`src/humidity_temperature_frame_decoder_core_assert.svh`:
```
// ----------------------------------------------------------------------------
// Assertion macros for the frame decoder core
// Shared forms for the concurrent checks at the end of the core.
// ----------------------------------------------------------------------------
`ifndef HUMIDITY_TEMPERATURE_FRAME_DECODER_CORE_ASSERT_SVH
`define HUMIDITY_TEMPERATURE_FRAME_DECODER_CORE_ASSERT_SVH

// Same-cycle implication, disabled while reset is held.
`define HTFD_ASSERT_NOW(lbl, clk, rst_n, ante, cons, msg) \
    lbl: assert property (@(posedge clk) disable iff (!(rst_n)) (ante) |-> (cons)) \
        else $error(msg);

// Next-cycle implication, disabled while reset is held.
`define HTFD_ASSERT_NEXT(lbl, clk, rst_n, ante, cons, msg) \
    lbl: assert property (@(posedge clk) disable iff (!(rst_n)) (ante) |=> (cons)) \
        else $error(msg);

`endif

```
`src/htfd_pkg.sv`:
```
// ----------------------------------------------------------------------------
// htfd_pkg
// Types, constants and the CRC-8 step for the frame decoder.
// ----------------------------------------------------------------------------
`default_nettype none

package htfd_pkg;

    localparam logic [7:0]  CRC_INIT    = 8'hFF;
    localparam logic [7:0]  CRC_POLY    = 8'h31;

    localparam logic [14:0] TEMP_SCALE  = 15'd17500;
    localparam logic [15:0] TEMP_OFFSET = 16'd4500;
    localparam logic [13:0] HUM_SCALE   = 14'd12500;
    localparam logic [13:0] HUM_OFFSET  = 14'd600;
    localparam logic [13:0] HUM_MAX     = 14'd10000;
    localparam logic [13:0] HUM_TOP     = 14'd10600;

    // Position of the next expected byte within the frame
    typedef enum logic [2:0] {
        POS_T_HI  = 3'd0,
        POS_T_LO  = 3'd1,
        POS_T_CRC = 3'd2,
        POS_H_HI  = 3'd3,
        POS_H_LO  = 3'd4,
        POS_H_CRC = 3'd5
    } t_pos;

    // One byte through the CRC-8, MSB first
    function automatic logic [7:0] crc8_byte(input logic [7:0] crc, input logic [7:0] b);
        logic [7:0] c;
        c = crc ^ b;
        for (int k = 0; k < 8; k++) begin
            if (c[7]) begin
                c = {c[6:0], 1'b0} ^ CRC_POLY;
            end else begin
                c = {c[6:0], 1'b0};
            end
        end
        return c;
    endfunction

endpackage

`default_nettype wire

```
`src/htfd_in_if.sv`:
```
// ----------------------------------------------------------------------------
// htfd_in_if
// Byte channel into the frame decoder: one frame byte per word.
// ----------------------------------------------------------------------------
`default_nettype none

interface htfd_in_if;
    logic       valid;
    logic       ready;
    logic [7:0] data_byte;
    logic       frame_start;

    modport source (output valid, output data_byte, output frame_start, input ready);
    modport sink   (input valid, input data_byte, input frame_start, output ready);
endinterface

`default_nettype wire

```
`src/htfd_out_if.sv`:
```
// ----------------------------------------------------------------------------
// htfd_out_if
// Result channel out of the frame decoder: one decoded sample per word.
// ----------------------------------------------------------------------------
`default_nettype none

interface htfd_out_if;
    logic               valid;
    logic               ready;
    logic               sample_valid;
    logic               temp_crc_error;
    logic               humid_crc_error;
    logic signed [14:0] temperature_centi;
    logic        [13:0] humidity_centi;

    modport source (output valid, output sample_valid, output temp_crc_error,
                    output humid_crc_error, output temperature_centi,
                    output humidity_centi, input ready);
    modport sink   (input valid, input sample_valid, input temp_crc_error,
                    input humid_crc_error, input temperature_centi,
                    input humidity_centi, output ready);
endinterface

`default_nettype wire

```
`src/humidity_temperature_frame_decoder_core.sv`:
```
// Throughput: one byte word per cycle, with no gaps between frames; the input
//   stalls only while a product word waits behind an unread result word.
// A frame's sixth byte passes the input register, then the product register,
//   then the result register before the result word is shown.
// The constant multipliers and their divide-by-65535 correction set the depth.
// Reset: synchronous, active low; clears the frame position, the CRC to 0xFF,
//   the temperature check flag and the stage valid bits. Data words are not reset.
// ----------------------------------------------------------------------------
// humidity_temperature_frame_decoder_core
// Decodes six-byte sensor frames (T_hi, T_lo, T_crc, H_hi, H_lo, H_crc),
// checks each data word with CRC-8 (poly 0x31, init 0xFF) and converts the
// raw words to centidegrees and centipercent.
// ----------------------------------------------------------------------------
`default_nettype none

`include "humidity_temperature_frame_decoder_core_assert.svh"

module humidity_temperature_frame_decoder_core
    import htfd_pkg::*;
(
    input  wire         i_clk,
    input  wire         i_rst_n,
    htfd_in_if.sink     i_in,
    htfd_out_if.source  o_out
);

    // Result advance: the result register is empty or its word is being read
    logic w_res_adv;
    // Front advance: input, frame state and product move unless a product
    // word waits behind an unread result
    logic w_adv;

    // Stage 0: input register
    logic       r_in_valid;
    logic [7:0] r_in_byte;
    logic       r_in_start;

    // Frame state
    t_pos        r_pos,    n_pos;
    logic [7:0]  r_crc,    n_crc;
    logic [15:0] r_t_word, n_t_word;
    logic [15:0] r_h_word, n_h_word;
    logic        r_t_fail, n_t_fail;

    // Stage 1: product register
    logic        r_mul_valid;
    logic [30:0] r_t_prod;
    logic [29:0] r_h_prod;
    logic        r_t_err;
    logic        r_h_err;

    // Stage 2: result register
    logic               r_res_valid;
    logic               r_sample_valid;
    logic               r_temp_err;
    logic               r_humid_err;
    logic signed [14:0] r_temp;
    logic        [13:0] r_humid;

    // Decode helpers
    t_pos        w_pos_eff;
    logic [7:0]  w_crc_eff;
    logic        w_last;
    logic        w_h_bad;

    logic [31:0] w_t_sum;
    logic [30:0] w_h_sum;
    logic [14:0] w_t_q;
    logic [13:0] w_h_q;
    logic [15:0] w_t_c;
    logic [13:0] w_h_c;
    logic        w_ok;

    // Refill the result register when empty or read; hold the front only
    // while the product register is full and cannot hand its word on
    assign w_res_adv  = !r_res_valid || o_out.ready;
    assign w_adv      = !r_mul_valid || w_res_adv;
    assign i_in.ready = w_adv;

    // ------------------------------------------------------------------
    // Stage 0: capture the byte word
    // ------------------------------------------------------------------
    always_ff @(posedge i_clk) begin
        if (!i_rst_n) begin
            r_in_valid <= 1'b0;
        end else if (w_adv) begin
            r_in_valid <= i_in.valid;
        end
    end

    always_ff @(posedge i_clk) begin
        if (w_adv) begin
            r_in_byte  <= i_in.data_byte;
            r_in_start <= i_in.frame_start;
        end
    end

    // ------------------------------------------------------------------
    // Frame tracking and CRC. A start mark drops any partial frame and
    // restarts the CRC; after the sixth byte the position wraps to T_hi.
    // ------------------------------------------------------------------
    always_comb begin
        w_pos_eff = r_in_start ? POS_T_HI : r_pos;
        w_crc_eff = r_in_start ? CRC_INIT : r_crc;
        n_pos     = r_pos;
        n_crc     = r_crc;
        n_t_word  = r_t_word;
        n_h_word  = r_h_word;
        n_t_fail  = r_t_fail;
        w_last    = 1'b0;
        w_h_bad   = 1'b0;
        if (r_in_valid) begin
            case (w_pos_eff)
                POS_T_LO: begin
                    n_crc         = crc8_byte(w_crc_eff, r_in_byte);
                    n_t_word[7:0] = r_in_byte;
                    n_pos         = POS_T_CRC;
                end
                POS_T_CRC: begin
                    n_t_fail = (w_crc_eff != r_in_byte);
                    n_crc    = CRC_INIT;
                    n_pos    = POS_H_HI;
                end
                POS_H_HI: begin
                    n_crc          = crc8_byte(CRC_INIT, r_in_byte);
                    n_h_word[15:8] = r_in_byte;
                    n_pos          = POS_H_LO;
                end
                POS_H_LO: begin
                    n_crc         = crc8_byte(w_crc_eff, r_in_byte);
                    n_h_word[7:0] = r_in_byte;
                    n_pos         = POS_H_CRC;
                end
                POS_H_CRC: begin
                    w_h_bad = (w_crc_eff != r_in_byte);
                    w_last  = 1'b1;
                    n_crc   = CRC_INIT;
                    n_pos   = POS_T_HI;
                end
                default: begin
                    // T_hi, and any position that cannot arise
                    n_crc          = crc8_byte(CRC_INIT, r_in_byte);
                    n_t_word[15:8] = r_in_byte;
                    n_pos          = POS_T_LO;
                end
            endcase
        end
    end

    always_ff @(posedge i_clk) begin
        if (!i_rst_n) begin
            r_pos       <= POS_T_HI;
            r_crc       <= CRC_INIT;
            r_t_fail    <= 1'b0;
            r_mul_valid <= 1'b0;
        end else if (w_adv) begin
            r_pos       <= n_pos;
            r_crc       <= n_crc;
            r_t_fail    <= n_t_fail;
            r_mul_valid <= w_last;
        end
    end

    // Data words and products: payload, no reset
    always_ff @(posedge i_clk) begin
        if (w_adv) begin
            r_t_word <= n_t_word;
            r_h_word <= n_h_word;
            if (w_last) begin
                r_t_prod <= 31'(r_t_word) * 31'(TEMP_SCALE);
                r_h_prod <= 30'(r_h_word) * 30'(HUM_SCALE);
                r_t_err  <= r_t_fail;
                r_h_err  <= w_h_bad;
            end
        end
    end

    // ------------------------------------------------------------------
    // Stage 2: divide by 65535 as (p + (p >> 16) + 1) >> 16, exact for
    // p below 2^32 - 1, then subtract the offsets and clamp the humidity.
    // ------------------------------------------------------------------
    always_comb begin
        w_t_sum = 32'(r_t_prod) + 32'(r_t_prod >> 16) + 32'd1;
        w_h_sum = 31'(r_h_prod) + 31'(r_h_prod >> 16) + 31'd1;
        w_t_q   = w_t_sum[30:16];
        w_h_q   = w_h_sum[29:16];
        w_t_c   = 16'(w_t_q) - TEMP_OFFSET;
        if (w_h_q < HUM_OFFSET) begin
            w_h_c = '0;
        end else if (w_h_q > HUM_TOP) begin
            w_h_c = HUM_MAX;
        end else begin
            w_h_c = w_h_q - HUM_OFFSET;
        end
        w_ok = !r_t_err && !r_h_err;
    end

    always_ff @(posedge i_clk) begin
        if (!i_rst_n) begin
            r_res_valid <= 1'b0;
        end else if (w_res_adv) begin
            r_res_valid <= r_mul_valid;
        end
    end

    always_ff @(posedge i_clk) begin
        if (w_res_adv && r_mul_valid) begin
            r_sample_valid <= w_ok;
            r_temp_err     <= r_t_err;
            r_humid_err    <= r_h_err;
            r_temp         <= w_ok ? $signed(w_t_c[14:0]) : 15'sd0;
            r_humid        <= w_ok ? w_h_c : 14'd0;
        end
    end

    assign o_out.valid             = r_res_valid;
    assign o_out.sample_valid      = r_sample_valid;
    assign o_out.temp_crc_error    = r_temp_err;
    assign o_out.humid_crc_error   = r_humid_err;
    assign o_out.temperature_centi = r_temp;
    assign o_out.humidity_centi    = r_humid;

    // ------------------------------------------------------------------
    // Checks
    // ------------------------------------------------------------------
    `HTFD_ASSERT_NEXT(a_last_byte_makes_result, i_clk, i_rst_n,
        w_adv && r_in_valid && !r_in_start && r_pos == POS_H_CRC, r_mul_valid,
        "sixth byte did not produce a product word")
    `HTFD_ASSERT_NOW(a_valid_matches_flags, i_clk, i_rst_n, r_res_valid,
        r_sample_valid == !(r_temp_err || r_humid_err),
        "sample_valid disagrees with the CRC error flags")
    `HTFD_ASSERT_NOW(a_bad_sample_zeroed, i_clk, i_rst_n, r_res_valid && !r_sample_valid,
        r_temp == 15'sd0 && r_humid == 14'd0,
        "failed sample carries non-zero values")
    `HTFD_ASSERT_NOW(a_humidity_clamped, i_clk, i_rst_n, r_res_valid, r_humid <= HUM_MAX,
        "humidity above clamp limit")

endmodule

`default_nettype wire
```
`src/flat_wrapper.sv`:
```
// flat-port wrapper written by rule: the top's interface ports become plain ports
module humidity_temperature_frame_decoder_core_flat import htfd_pkg::*;
  (i_clk, i_rst_n, i_in_valid, i_in_data_byte, i_in_frame_start, i_in_ready, o_out_valid, o_out_sample_valid, o_out_temp_crc_error, o_out_humid_crc_error, o_out_temperature_centi, o_out_humidity_centi, o_out_ready);
  htfd_in_if i_in_i ();
  htfd_out_if o_out_i ();
  input  wire i_clk;
  input  wire i_rst_n;
  input wire logic [$bits(i_in_i.valid)-1:0] i_in_valid;
  input wire logic [$bits(i_in_i.data_byte)-1:0] i_in_data_byte;
  input wire logic [$bits(i_in_i.frame_start)-1:0] i_in_frame_start;
  output wire logic [$bits(i_in_i.ready)-1:0] i_in_ready;
  output wire logic [$bits(o_out_i.valid)-1:0] o_out_valid;
  output wire logic [$bits(o_out_i.sample_valid)-1:0] o_out_sample_valid;
  output wire logic [$bits(o_out_i.temp_crc_error)-1:0] o_out_temp_crc_error;
  output wire logic [$bits(o_out_i.humid_crc_error)-1:0] o_out_humid_crc_error;
  output wire logic [$bits(o_out_i.temperature_centi)-1:0] o_out_temperature_centi;
  output wire logic [$bits(o_out_i.humidity_centi)-1:0] o_out_humidity_centi;
  input wire logic [$bits(o_out_i.ready)-1:0] o_out_ready;
  assign i_in_i.valid = i_in_valid;
  assign i_in_i.data_byte = i_in_data_byte;
  assign i_in_i.frame_start = i_in_frame_start;
  assign i_in_ready = i_in_i.ready;
  assign o_out_valid = o_out_i.valid;
  assign o_out_sample_valid = o_out_i.sample_valid;
  assign o_out_temp_crc_error = o_out_i.temp_crc_error;
  assign o_out_humid_crc_error = o_out_i.humid_crc_error;
  assign o_out_temperature_centi = o_out_i.temperature_centi;
  assign o_out_humidity_centi = o_out_i.humidity_centi;
  assign o_out_i.ready = o_out_ready;
  humidity_temperature_frame_decoder_core u_core (.i_clk(i_clk), .i_rst_n(i_rst_n), .i_in(i_in_i), .o_out(o_out_i));
endmodule
```
`config.mk`:
```
export PLATFORM = sky130hd
export DESIGN_NAME = humidity_temperature_frame_decoder_core_flat
export DESIGN_NICKNAME = d
export VERILOG_FILES = /design/src/htfd_pkg.sv /design/src/htfd_in_if.sv /design/src/htfd_out_if.sv /design/src/humidity_temperature_frame_decoder_core.sv /design/src/flat_wrapper.sv
export VERILOG_INCLUDE_DIRS = /design/src /design/src/src
export SDC_FILE = /design/constraint.sdc
export NUM_CORES = 1
export LEC_CHECK = 0
export BUFFER_PORTS_ARGS = -buffer_cell sky130_fd_sc_hd__buf_4
export CAP_MARGIN = 20
export CORE_MARGIN = 1.5
export CORE_UTILIZATION = 35
export DETAILED_ROUTE_END_ITERATION = 10
export PLACE_DENSITY = 0.51
export SYNTH_ARGS = -nofsm -noshare
export SYNTH_HDL_FRONTEND = slang
export SYNTH_SLANG_ARGS = --single-unit
```
`constraint.sdc`:
```
create_clock -name i_clk -period 6.9 [get_ports i_clk]
set_input_delay 0.345 -clock i_clk [delete_from_list [all_inputs] [get_ports i_clk]]
set_output_delay 0.345 -clock i_clk [all_outputs]
set_load 0.01 [all_outputs]
```
# Word-level counts from Yosys, hierarchy flattened
# Cells that the tools add are included.
word_totals:
  reg_bits: 147
  out_inout_bits: 34
  in_bits: 13
  wordCells: 185
op_classes:
  n_lt_le_gt_ge: 2
  n_eq_ne: 6
  mul: 2
  addsub: 6
  reduce_logical: 20
  bitwise_logic: 34
  n_mux: 93
op_table:
  columns: ["op", "n"]
  rows:
  - ["2-to-1 mux 8 bit", 57]
  - ["2-to-1 mux 6 bit", 30]
  - ["NOT 3 bit", 30]
  - ["one-hot mux 8 bit (4 select lines)", 1]
  - ["adder 31 x 1 -> 31 bit, second input constant", 1]
  - ["adder 31 x 15 -> 31 bit", 1]
  - ["adder 30 x 1 -> 30 bit, second input constant", 1]
  - ["adder 30 x 14 -> 30 bit", 1]
  - ["multiplier 16 x 13 -> 29 bit, second input constant", 1]
  - ["multiplier 16 x 12 -> 28 bit, second input constant", 1]
  - ["one-hot mux 3 bit (5 select lines)", 1]
  - ["AND reduction 3 bit", 5]
  - ["subtractor 15 x 13 -> 15 bit, second input constant", 1]
  - ["> comparator 14 bit, second input constant", 1]
  - ["less-than comparator 14 x 10 -> 1 bit, second input constant", 1]
  - ["2-to-1 mux 14 bit", 1]
  - ["subtractor 14 x 10 -> 14 bit, second input constant", 1]
  - ["!= test 8 bit", 1]
  - ["NOT 8 bit", 1]
  - ["bitwise XOR 8 bit", 1]
  - ["== test 3 x 2 -> 1 bit, second input constant", 2]
  - ["== test 3 bit, second input constant", 2]
  - ["AND reduction 2 bit", 3]
  - ["OR reduction 5 bit", 1]
  - ["9 further kinds", 17]

# Logic depth before layout (Yosys ltp)
# Gate-level depths: netlist of the first run.
logic_depth:
  word_depth: 33
  ltp_mapped: 19
  depth_no_buf: 19

# Least setup slack after synthesis of the first run
# No wires, ideal clock.
synth_timing:
  path_type: "reg-to-reg"
  from: "reg u_core.r_t_word[13]"
  to: "reg u_core.r_t_prod[30], data pin"
  arrival_time_ns: 4.732
  path_slack_ns: 1.904
  t_required_ns: 6.636
  path_buffers: 0
  setup_time_ns: 0.264
  path_stages_with_launch: 20
  synth_period_minus_slack_ns: 4.996
  cell_sequence: "edfxtp_1 ha_1 inv_1 fa_1 inv_1 ha_1 fa_1 inv_1 fa_1 inv_1 ha_1 a21o_1 a21o_1 a22o_1 a21o_1 nor4_2 o31ai_1 or4_1 a31oi_2 o21ai_0"
synth_via:
  elab_chain_cells: 1
synth_lines:
  columns: ["item", "line_no", "text"]
  rows:
  - ["start: declaration", "humidity_temperature_frame_decoder_core.sv:41", "logic [15:0] r_t_word, n_t_word;"]
  - ["start signal: assignment", "humidity_temperature_frame_decoder_core.sv:167", "r_t_word <= n_t_word;"]
  - ["multiplier 16 x 13 -> 29 bit", "humidity_temperature_frame_decoder_core.sv:170", "r_t_prod <= 31'(r_t_word) * 31'(TEMP_SCALE);"]
  - ["end signal: assignment", "humidity_temperature_frame_decoder_core.sv:170", null]
  - ["end: declaration", "humidity_temperature_frame_decoder_core.sv:47", "logic [30:0] r_t_prod;"]
# Every way passes these cells.
# A chain may end at the register's enable or synchronous reset.

# Worst setup path in the final report of the first run
layout_timing:
  from: "reg u_core.r_t_word[8]"
  to: "reg u_core.r_t_prod[30], data pin"
# Same word-level chain as after synthesis.

==> impl_metrics.env, run 1 <==
export IMPL_ys_seq_elements=147
export IMPL_grt_pass1_wl_mm=47.60
export IMPL_clock_sinks=147
export IMPL_min_period_over_period=0.7706
export IMPL_drt_pass1_iter_count=5
export IMPL_hold_buffers=0
export IMPL_port_buffer_count=46
export IMPL_place_congestion=0.8597
export IMPL_dp_hpwl_mm=22.95
export IMPL_antenna_found_initial=0
export IMPL_cp_arrival_ps=5490
export IMPL_clkTransAtPathRegs_ps=70
export IMPL_hold_path_depth=1
export IMPL_num_rows=72
export IMPL_end_kind="flip-flop"
export IMPL_syn_inst=1315
export IMPL_nNetsFinal=1686
export IMPL_initial_utilization=0.3542
export IMPL_hold_viol=0
export IMPL_outcome="finished, final reports clean"
export IMPL_post_cts_buffers=0
export IMPL_die_y_um=200.8
export IMPL_crit_chain="ha_1, fa_1, ha_1, inv_1, fa_1, fa_1, inv_1, ha_1, o21a_1, o21ai_0, o31ai_1, a21o_1, nor4_2, o31ai_1, or4_1, a31oi_2, o21ai_0"
export IMPL_cp_max_fo=6
export IMPL_routed_wl_met2_mm=12.76
export IMPL_grt_max_degree=60
export IMPL_dp_cells=1855
export IMPL_fmax_ghz=0.1881
export IMPL_die_area_um2=40310
export IMPL_die_x_um=200.8
export IMPL_setup_tns_ps=0
export IMPL_rrSetupSlack_ps=1580
export IMPL_timing_final_crit_period_ps=5317
export IMPL_routed_wl_met3_um=789
export IMPL_min_from="i_in_data_byte[0]"
export IMPL_slew_violations=0
export IMPL_hold_path_endpoint="u_core.r_in_byte[0]$_DFFE_PP_"
export IMPL_post_route_drc_count=0
export IMPL_htreeDepth=4
export IMPL_postRouteAntennaNets=0
export IMPL_crit_type="flip-flop to flip-flop"
export IMPL_start_kind="flip-flop"
export IMPL_tightest_slew_ps=1041
export IMPL_hold_class="input pin to flip-flop"
export IMPL_wl_met1_mm=14.70
export IMPL_final_setup_viol_count=0
export IMPL_yosys_area_top_type_share=0.2895
export IMPL_synth_edf_count=132
export IMPL_crit_path_top_delay_cell="fa_1"
export IMPL_maxCapViolCount=0
export IMPL_drt_initial_drc_count=373
export IMPL_io_pins=47
export IMPL_drive_above_1_share=0.07664
export IMPL_cts_root_buffer="clkbuf_16"
export IMPL_required_ps=7080
export IMPL_synth_nets=1644
export IMPL_postCtsResizedCells=0
export IMPL_cts_buffers=17
export IMPL_syn2layout_area_growth_pct=11.20
export IMPL_slew_headroom=0.3046
export IMPL_ys_types=76
export IMPL_grt_pass1_vias=9010
export IMPL_r2r_start="u_core.r_t_word[8]$_DFFE_PP_"
export IMPL_ys_async_sr_fraction=0
export IMPL_synth_area_um2=13690
export IMPL_cpPeakStageDelay_ps=550
export IMPL_yosys_top_cells_area="edfxtp_1, ha_1, fa_1"
export IMPL_powerDensity_nw_per_um2=173.7
export IMPL_routed_via_density=4.792
export IMPL_rsz0062_at_grt="no"
export IMPL_yosys_warnings=0
export IMPL_clock_path_buffers=2
export IMPL_finalWirelength_mm=28.61
export IMPL_synth_area_per_cell_um2=10.41
export IMPL_synth_ff_type="edfxtp_1"
export IMPL_leakagePower_nw=6.894
export IMPL_rr_worst_depth=17
export IMPL_clock_skew_ps=11.97
export IMPL_grtUsageTotal=0.1484
export IMPL_coreArea_um2=38650
export IMPL_stdcell_count=1890
export IMPL_synth_area_leader_cell="edfxtp_1"
export IMPL_r2r_end="u_core.r_t_prod[30]$_DFFE_PP_"
export IMPL_routed_top_layer="met4"
export IMPL_vias=9057
export IMPL_cts_tree="yes"
export IMPL_avgRoutedWirePerCell_um=15.14
export IMPL_clkLatencyLatePin_ps=430
export IMPL_ir_worst_vdd_mv=0.1785
export IMPL_gr_total_overflow=0
export IMPL_yosysSeqAreaShare=0.3115
==> routing by layer <==
| layer | global-route usage | vias up |
|---|---|---|
| met1 | 0.2134 | 4253 |
| met3 | 0.02062 | 20 |
| met5 | 0 | - |
| met2 | 0.2334 | 129 |
| li1 | - | 4655 |
| met4 | 0.04082 | 0 |
==> cell usage in the layout, fill, tap and decap left out, types with 6 or more instances in the layout <==
cell and n:
o21ai_0 34, and2_1 12, nand2_1 50, inv_1 220, edfxtp_1 132, and3_1 7
nor4_1 11, fa_1 83, nand4_1 8, o31ai_1 8, or3_1 6, ha_1 233
nor2b_1 9, a22o_1 6, xor2_1 40, a31oi_1 8, xnor2_1 72, a21o_1 21
nor3_1 28, or2_2 8, nor2_1 87, buf_4 47, a21oi_1 58, a211o_1 6
clkbuf_16 17, o21a_1 13, nand3_1 19, dfxtp_1 15
==> cell type report <==
class | count | area (µm²)
fillers | 3780 | 23420
inverters | 220 | 825.8
flip-flops and latches | 147 | 4264
repair buffers | 48 | 360.3
multi-input cells | 923 | 8519
diodes | 2 | 5.005
clock buffers | 17 | 425.4
well taps | 518 | 648.1
clock inverters | 15 | 176.4
==> where the power goes <==
group	internal (W)	leakage, nW	switching (W)
clock	0.000571	0.289	0.000389
combinational	0.000293	5.27	0.000361
sequential	0.00100	1.34	0.0000269
total	0.00187	6.89	0.000776
==> worst max-delay path by stage <==
stage,cells past startpoint,endpoint,from,slack (ps)
finish,17,u_core.r_t_prod[30]$_DFFE_PP_,u_core.r_t_word[8]$_DFFE_PP_,1580
global route,17,u_core.r_t_prod[30]$_DFFE_PP_,u_core.r_t_word[8]$_DFFE_PP_,1320
CTS,17,u_core.r_t_prod[30]$_DFFE_PP_,u_core.r_t_word[8]$_DFFE_PP_,1570
detailed placement,17,u_core.r_t_prod[30]$_DFFE_PP_,u_core.r_t_word[9]$_DFFE_PP_,1600
global placement,17,u_core.r_t_prod[30]$_DFFE_PP_,u_core.r_t_word[9]$_DFFE_PP_,1670
floorplan,19,u_core.r_t_prod[30]$_DFFE_PP_,u_core.r_t_word[13]$_DFFE_PP_,1900
==> cells by family after synthesis <==
kind of cell,share of synthesized area
fa+ha+maj,0.3343
simple gates,0.09834
buf+inv,0.06735
compound gates,0.1123
flops,0.3115
xor+xnor,0.07330
mux,0.002925
==> synth_stat cells (4+ instances only) <==
cell	count
ha_1	233
dfxtp_1	15
nand3_1	19
nor4_1	11
a22o_1	6
xor2_1	40
and3_1	7
nor2_1	88
o311ai_0	4
nor2b_1	10
a211o_1	6
o21ai_0	34
clkbuf_1	23
a31o_2	4
nand2b_1	5
and2_1	12
a21o_1	21
xnor2_1	72
mux2i_1	4
o211ai_1	4
nor4b_1	4
a221oi_1	5
a21oi_1	58
o31ai_1	8
edfxtp_1	132
or3_1	6
a31oi_1	8
or2_2	8
inv_1	220
o21a_1	13
nor3_1	28
nand2_1	50
fa_1	83
nand4_1	8
==> metrics by stage <==
step	utilization	worst slack (ps)	total power, W	hold slack [ps]	area [µm²]
after floorplan	-	1904	0.001550	400.0	13690
after global placement	0.3780	1670	0.001703	462.7	14610
after detailed placement	0.3780	1602	0.001702	476.4	14610
after CTS	0.3936	1570	0.002676	62.96	15210
after global routing	0.3938	1321	0.002795	61.63	15220
final	0.3939	1583	0.002645	81.71	15220
==> worst max-delay path, delay by kind of cell (launching register included) <==
kind	cells	cell delay [ps]
buf+inv	2	110
compound gates	7	1410
simple gates	2	620
flops	1	500
fa+ha+maj	6	2420
==> flip-flops by register name, summed over array words and instances, names as in the netlist, 3 cells and up <==
| name | flops |
|---|---|
| u_core.o_out.humidity_centi | 14 |
| u_core.o_out.temperature_centi | 15 |
| u_core.r_crc | 8 |
| u_core.r_h_prod | 28 |
| u_core.r_h_word | 16 |
| u_core.r_in_byte | 8 |
| u_core.r_pos | 3 |
| u_core.r_t_prod | 29 |
| u_core.r_t_word | 16 |
(Power assumes the default switching activity.)
==> inputs of run 2 (changes only) <==
--- a/config.mk
+++ b/config.mk
@@ -6,12 +6,13 @@
 export SDC_FILE = /design/constraint.sdc
 export NUM_CORES = 1
 export LEC_CHECK = 0
+export ABC_AREA = 1
 export BUFFER_PORTS_ARGS = -buffer_cell sky130_fd_sc_hd__buf_4
 export CAP_MARGIN = 20
 export CORE_MARGIN = 1.5
 export CORE_UTILIZATION = 35
 export DETAILED_ROUTE_END_ITERATION = 10
-export PLACE_DENSITY = 0.51
+export PLACE_DENSITY = 0.53
 export SYNTH_ARGS = -nofsm -noshare
 export SYNTH_HDL_FRONTEND = slang
 export SYNTH_SLANG_ARGS = --single-unit
==> constraint.sdc (replaced) <==
create_clock -name i_clk -period 4.5 [get_ports i_clk]
set_input_delay 0.225 -clock i_clk [delete_from_list [all_inputs] [get_ports i_clk]]
set_output_delay 0.225 -clock i_clk [all_outputs]
set_load 0.01 [all_outputs]
==> run 2 against run 1 <==
Compared with the run above: worst setup slack lost 1500 ps; clock skew rose by 4.0 ps; via count grew 29%; final area increased by 18%; fmax rose by 21%; sequential power up 53%; global-route usage rose by 1.3 points; area after synthesis up 10%; critical endpoint is now u_core.r_h_prod[27]$_DFFE_PP_.
==> impl_metrics.env, run 2 <==
export IMPL_timing_final_crit_period_ps=4379
export IMPL_cp_max_fo=3
export IMPL_crit_type="flip-flop to flip-flop"
export IMPL_avgRoutedWirePerCell_um=13.65
export IMPL_regArea_um2=4264
export IMPL_antenna_found_initial=0
export IMPL_r2r_end="u_core.r_h_prod[27]$_DFFE_PP_"
export IMPL_swShare=0.3225
export IMPL_rr_worst_depth=17
export IMPL_nFillCells=4219
export IMPL_yosysSeqAreaShare=0.2825
export IMPL_dp_hpwl_mm=28.87
export IMPL_tightest_slew_ps=747.7
export IMPL_reg_top3="u_core.r_t_prod x29, u_core.r_h_prod x28"
export IMPL_cts_root_buffer="clkbuf_16"
export IMPL_final_common_cell="inv_1"
export IMPL_cpPeakStageDelay_ps=520
export IMPL_comb_power_share=0.323
export IMPL_start_kind="flip-flop"
export IMPL_syn_inst=1800
export IMPL_cp_arrival_ps=4570
export IMPL_grt_pass1_vias=11570
export IMPL_ys_types=48
export IMPL_nNetsFinal=2302
export IMPL_grt_max_degree=58
export IMPL_end_kind="flip-flop"
export IMPL_r2r_start="u_core.r_h_word[8]$_DFFE_PP_"
export IMPL_seqPwrFrac=0.361
export IMPL_leakagePower_nw=8.853
export IMPL_routed_via_density=4.626
export IMPL_switching_power_w=0.001416
export IMPL_synth_ff_type="edfxtp_1"
export IMPL_path_common_cell="inv_1"
export IMPL_postRouteAntennaNets=0
export IMPL_required_ps=4690
export IMPL_fin_util=0.4255
export IMPL_hold_path_depth=4
export IMPL_crit_path_top_delay_cell="fa_1"
export IMPL_fmax_ghz=0.2284
export IMPL_clock_sinks=147
export IMPL_clockPowerShare=0.316
export IMPL_num_antenna_cells=0
export IMPL_drt_initial_drc_count=419
export IMPL_drive_above_1_share=0.1460
export IMPL_cp_num_buf_inv=4
export IMPL_initial_utilization=0.3575
export IMPL_powerDensity_nw_per_um2=244.3
export IMPL_hold_class="input pin to flip-flop"
export IMPL_place_congestion=0.9014
export IMPL_rrSetupSlack_ps=120
export IMPL_largest_reg_flops=29
export IMPL_rsz0062_at_grt="yes"
export IMPL_yosys_warnings=0
export IMPL_cts_buffers=17
export IMPL_synth_area_um2=15100
export IMPL_num_rows=75
export IMPL_gr_total_overflow=0
export IMPL_final_setup_viol_count=0
export IMPL_min_from="o_out_ready"
export IMPL_holdWs_ps=107.5
export IMPL_clkTransAtPathRegs_ps=70
export IMPL_ys_async_sr_fraction=0
export IMPL_ys_seq_elements=147
export IMPL_vias=11680
export IMPL_slew_violations=0
export IMPL_multiInputGateArea_um2=9801
export IMPL_maxCapViolCount=0
export IMPL_post_route_drc_count=0
export IMPL_yosysMostFrequentCell="nand2_1"
export IMPL_final_cell_mix="inv_1, nand2_1, ha_1, buf_4, edfxtp_1"
export IMPL_synth_edf_count=132
export IMPL_outcome="finished, final reports clean"
export IMPL_slew_headroom=0.5015
export IMPL_synth_area_leader_cell="edfxtp_1"
export IMPL_htreeDepth=4
export IMPL_hold_viol=0
export IMPL_clkLatencyLatePin_ps=450
export IMPL_die_area_um2=44390
export IMPL_cpLargestDelayFamily="adder cells"
export IMPL_finalWirelength_mm=34.47
export IMPL_die_y_um=210.7
export IMPL_synth_commonest_cells="nand2_1, inv_1, ha_1"
export IMPL_die_x_um=210.7
export IMPL_port_buffer_count=46
export IMPL_coreArea_um2=42230
export IMPL_crit_chain="ha_1, ha_4, inv_1, fa_1, inv_1, fa_1, inv_1, fa_1, inv_1, ha_1, nand2_1, nand2_1, a221oi_2, o21ai_2, a21oi_2, o21ai_1, xor2_1"
export IMPL_grt_pass1_wl_mm=56.81
export IMPL_drt_pass1_iter_count=5
export IMPL_synth_nets=2129
export IMPL_cts_tree="yes"
export IMPL_grtUsageTotal=0.1610
export IMPL_min_period_over_period=0.9731
export IMPL_yosys_area_top_type_share=0.2626
export IMPL_clock_path_buffers=2
export IMPL_p_int_w=0.002973
export IMPL_hold_path_endpoint="u_core.o_out.valid$_SDFFE_PN0P_"
export IMPL_yosys_top_cells_area="edfxtp_1, ha_1, fa_1"
export IMPL_synth_area_per_cell_um2=8.387
export IMPL_io_pins=47
export IMPL_clock_skew_ps=15.99
export IMPL_ir_worst_vdd_mv=0.2813
export IMPL_syn2layout_area_growth_pct=19.02
export IMPL_top_register="u_core.r_t_prod"
## run 2: cells by family after synthesis
| family | share of synthesized area |
|---|---|
| compound gates | 0.06730 |
| xor+xnor | 0.05396 |
| fa+ha+maj | 0.3032 |
| buf+inv | 0.09639 |
| flops | 0.2825 |
| simple gates | 0.1967 |
## run 2: stage by stage
stage / setup TNS (ps) / power, W / cell area (µm²) / cells / worst slack [ps]
4_1_cts: 0 / 0.004311 / 17480 / 2511 / 6.565
2_1_floorplan: 0 / 0.002480 / 15100 / 1800 / 25.30
3_3_place_gp: -122.0 / 0.002881 / 16770 / 2468 / -61.29
6_report: 0 / 0.004389 / 17970 / 2525 / 121.2
5_1_grt: -135.4 / 0.004685 / 17970 / 2525 / -43.59
3_5_place_dp: -328.6 / 0.002886 / 16770 / 2468 / -117.1
## run 2: tightest hold or removal path: cells and delay by family
kind / cells / cell delay [ps]
buffers and inverters: 2 / 150
AND/OR/NAND/NOR: 1 / 70
AO/OA/AOI/OAI: 1 / 60
## run 2: final cells by class
class / instances / area share
Sequential cell: 147 / 0.2373
Clock inverter: 14 / 0.007869
Timing Repair Buffer: 158 / 0.06797
Inverter: 382 / 0.07994
Clock buffer: 18 / 0.02389
Multi-Input combinational cell: 1267 / 0.5455
Tap cell: 539 / 0.03753
## run 2: timing repair
action | CTS | global route
gates resized for setup | 8 | 67
hold endpoints to repair | 12 | 0
pin swaps | 0 | 25
endpoints found under the setup margin | 6 | 25
gates cloned | 0 | 0
hold buffers | 11 | 0
buffers inserted | 0 | 14
## run 2: worst max-delay path by stage
stage                                       start                       endpoint  slack [ps]  cells past startpoint
global route         u_core.r_h_word[9]$_DFFE_PP_  u_core.r_h_prod[28]$_DFFE_PP_         -40                     19
CTS                 u_core.r_t_word[12]$_DFFE_PP_  u_core.r_t_prod[23]$_DFFE_PP_           7                     17
floorplan            u_core.r_h_word[3]$_DFFE_PP_  u_core.r_h_prod[27]$_DFFE_PP_          30                     20
global placement     u_core.r_h_word[4]$_DFFE_PP_  u_core.r_h_prod[27]$_DFFE_PP_         -60                     20
finish               u_core.r_h_word[8]$_DFFE_PP_  u_core.r_h_prod[27]$_DFFE_PP_         120                     17
detailed placement   u_core.r_h_word[4]$_DFFE_PP_  u_core.r_h_prod[27]$_DFFE_PP_        -120                     20
## run 2: power by group through the flow
stage | sequential [W] | combinational [W] | clock [W]
after floorplan | 0.00160 | 0.000877 | 0
after global placement | 0.00161 | 0.00127 | 0
after detailed placement | 0.00161 | 0.00127 | 0
after CTS | 0.00158 | 0.00130 | 0.00143
after global routing | 0.00159 | 0.00162 | 0.00148
final | 0.00158 | 0.00142 | 0.00139
## run 2: metal layers
metal | global-route usage | wire [µm] | share of wire | up-vias
li1 | - | - | - | 6168
met1 | 0.2107 | 16960 | 0.49 | 5350
met2 | 0.2747 | 16240 | 0.47 | 134
met3 | 0.02765 | 843 | 0.024 | 28
met4 | 0.04187 | 418 | 0.012 | 0
met5 | 0 | 0 | 0 | -
==> inputs of run 3 (changes only) <==
--- a/config.mk
+++ b/config.mk
@@ -10,9 +10,9 @@
 export BUFFER_PORTS_ARGS = -buffer_cell sky130_fd_sc_hd__buf_4
 export CAP_MARGIN = 20
 export CORE_MARGIN = 1.5
-export CORE_UTILIZATION = 35
+export CORE_UTILIZATION = 30
 export DETAILED_ROUTE_END_ITERATION = 10
-export PLACE_DENSITY = 0.53
+export PLACE_DENSITY = 0.47
 export SYNTH_ARGS = -nofsm -noshare
 export SYNTH_HDL_FRONTEND = slang
 export SYNTH_SLANG_ARGS = --single-unit
==> run 3 against run 2 <==
Compared with the run above: highest routed layer unchanged; critical path depth increased by 1; clock skew is 0.99 ps higher; fmax increased by 0.24%; final area grew 2.7%; global-route usage down 1.6 points; clock-buffer cell count unchanged; cell count is 5.9% higher; largest power group unchanged; first-iteration DRC count down 7.4%; critical path type unchanged; hold slack lost 34 ps; non-clock buffer count is 15 higher; via count is 1.0% higher.
==> impl_metrics.env, run 3 (synthesis gave the netlist of run 2 again) <==
export IMPL_outcome="finished, final reports clean"
export IMPL_leakagePower_nw=8.930
export IMPL_hold_viol=0
export IMPL_vias=11800
export IMPL_drt_pass1_iter_count=5
export IMPL_slew_violations=0
export IMPL_nNetsFinal=2317
export IMPL_cts_tree="yes"
export IMPL_syn2layout_area_growth_pct=22.22
export IMPL_die_x_um=227.3
export IMPL_finalWirelength_mm=35.91
export IMPL_rsz0062_at_grt="yes"
export IMPL_io_pins=47
export IMPL_grt_pass1_wl_mm=58.26
export IMPL_start_kind="flip-flop"
export IMPL_gr_total_overflow=0
export IMPL_slew_headroom=0.5270
export IMPL_powerDensity_nw_per_um2=240.3
export IMPL_dp_cells=2607
export IMPL_routed_via_density=4.415
export IMPL_hold_class="input pin to flip-flop"
export IMPL_coreArea_um2=49860
export IMPL_clkLatencyLatePin_ps=480
export IMPL_cp_max_fo=3
export IMPL_die_y_um=227.3
export IMPL_maxCapViolCount=0
export IMPL_die_area_um2=51670
export IMPL_largest_reg_flops=29
export IMPL_cp_arrival_ps=4580
export IMPL_crit_type="flip-flop to flip-flop"
export IMPL_nFillCells=5205
export IMPL_min_period_over_period=0.9707
export IMPL_cts_root_buffer="clkbuf_16"
export IMPL_num_rows=82
export IMPL_initial_utilization=0.3027
export IMPL_final_setup_viol_count=0
export IMPL_rr_worst_depth=18
export IMPL_dp_hpwl_mm=30.06
export IMPL_ir_worst_vdd_mv=0.2763
export IMPL_htreeDepth=4
export IMPL_clock_sinks=147
export IMPL_power_w=0.004434
export IMPL_holdWs_ps=73.83
export IMPL_layout_setup_ws_ps=131.7
export IMPL_grtUsageTotal=0.1453
export IMPL_postRouteAntennaNets=0
export IMPL_tightest_slew_ps=706.9
export IMPL_num_antenna_cells=0
export IMPL_dpl_instance_area_um2=16980
export IMPL_post_place_ws_ps=-114.2
export IMPL_grt_max_degree=31
export IMPL_fmax_ghz=0.2289
export IMPL_final_common_cell="nand2_1"
export IMPL_clock_path_buffers=2
export IMPL_grt_pass1_vias=11530
export IMPL_top_register="u_core.r_t_prod"
export IMPL_drive_above_1_share=0.1684
export IMPL_avgRoutedWirePerCell_um=13.43
export IMPL_clock_skew_ps=16.98
export IMPL_place_congestion=0.8926
export IMPL_final_cell_mix="nand2_1, inv_1, ha_1, buf_4, edfxtp_1"
export IMPL_port_buffer_count=46
export IMPL_fin_area_um2=18450
export IMPL_end_kind="flip-flop"
export IMPL_drt_initial_drc_count=388
export IMPL_reg_top3="u_core.r_t_prod x29, u_core.r_h_prod x28"
export IMPL_clkTransAtPathRegs_ps=60
export IMPL_post_route_drc_count=0
export IMPL_timing_final_crit_period_ps=4368
export IMPL_antenna_found_initial=0
export IMPL_stdcell_count=2673
export IMPL_required_ps=4710
export IMPL_hold_path_depth=4
export IMPL_cts_buffers=17
run 3: cell count changes in the layout (fill, tap and decap cells not counted), sizes merged:
cell | previous run | this run
inv | 388 | 390
clkinvlp | 1 | 3
clkinv | 6 | 2
buf | 147 | 162
run 3: path summary, 6_finish.rpt:
| check | from | end | slack [ps] |
|---|---|---|---|
| worst max-delay path | u_core.r_h_word[8]$_DFFE_PP_ | u_core.r_h_prod[29]$_DFFE_PP_ | 130 |
| worst max register to register | u_core.r_h_word[8]$_DFFE_PP_ | u_core.r_h_prod[29]$_DFFE_PP_ | 130 |
| worst min register to register | u_core.r_t_fail$_SDFFE_PN0P_ | u_core.r_t_err$_DFFE_PP_ | 440 |
| worst min-delay path | o_out_ready | u_core.o_out.valid$_SDFFE_PN0P_ | 70 |
run 3: report_power, final:
group	switching [W]	internal, W	leakage [nW]
Sequential	0.0000269	0.00156	1.33
Combinational	0.000790	0.000647	7.32
Clock	0.000637	0.000776	0.273
run 3: final cells by class:
class	count	area [µm²]	area share
sequential	147	4264	0.2311
clock inverter	14	141.4	0.007663
timing repair buffer	173	1345	0.07290
clock buffer	18	429.2	0.02326
inverter	382	1436	0.07785
tap	672	840.8	0.04557
multi-input combinational	1267	9993	0.5416
run 3: metrics by stage:
stage / setup TNS, ps / util
floorplan: 0 / -
global placement: -329.9 / 0.3405
detailed placement: -462.3 / 0.3405
CTS: -58.97 / 0.3548
global route: -387.3 / 0.3700
finish: 0 / 0.3700
run 3: critical path: stages (launching register included):
cell	delay (ps)
edfxtp_1	460
ha_1	320
ha_2	180
inv_1	60
fa_1	560
inv_2	50
fa_1	510
inv_2	40
fa_1	510
inv_2	50
ha_4	210
a21o_1	200
a21oi_2	150
nand2_1	90
a21oi_2	160
o21ai_2	100
a21oi_2	210
o21ai_1	110
xnor2_1	130
run 3: metal layers:
| layer | vias to the layer above | wire length, µm | global-route usage |
|---|---|---|---|
| met5 | - | 0 | 0 |
| met4 | 0 | 670 | 0.05426 |
| met3 | 44 | 925 | 0.02246 |
| met2 | 162 | 16670 | 0.2383 |
| met1 | 5410 | 17640 | 0.1927 |
| li1 | 6184 | - | - |
run 3: what timing repair did:
item	in CTS	in global routing
resized for setup	8	111
hold endpoints to repair	13	0
hold buffers	11	0
pin swaps	3	53
endpoints found under the setup margin	8	25
setup buffers	0	23
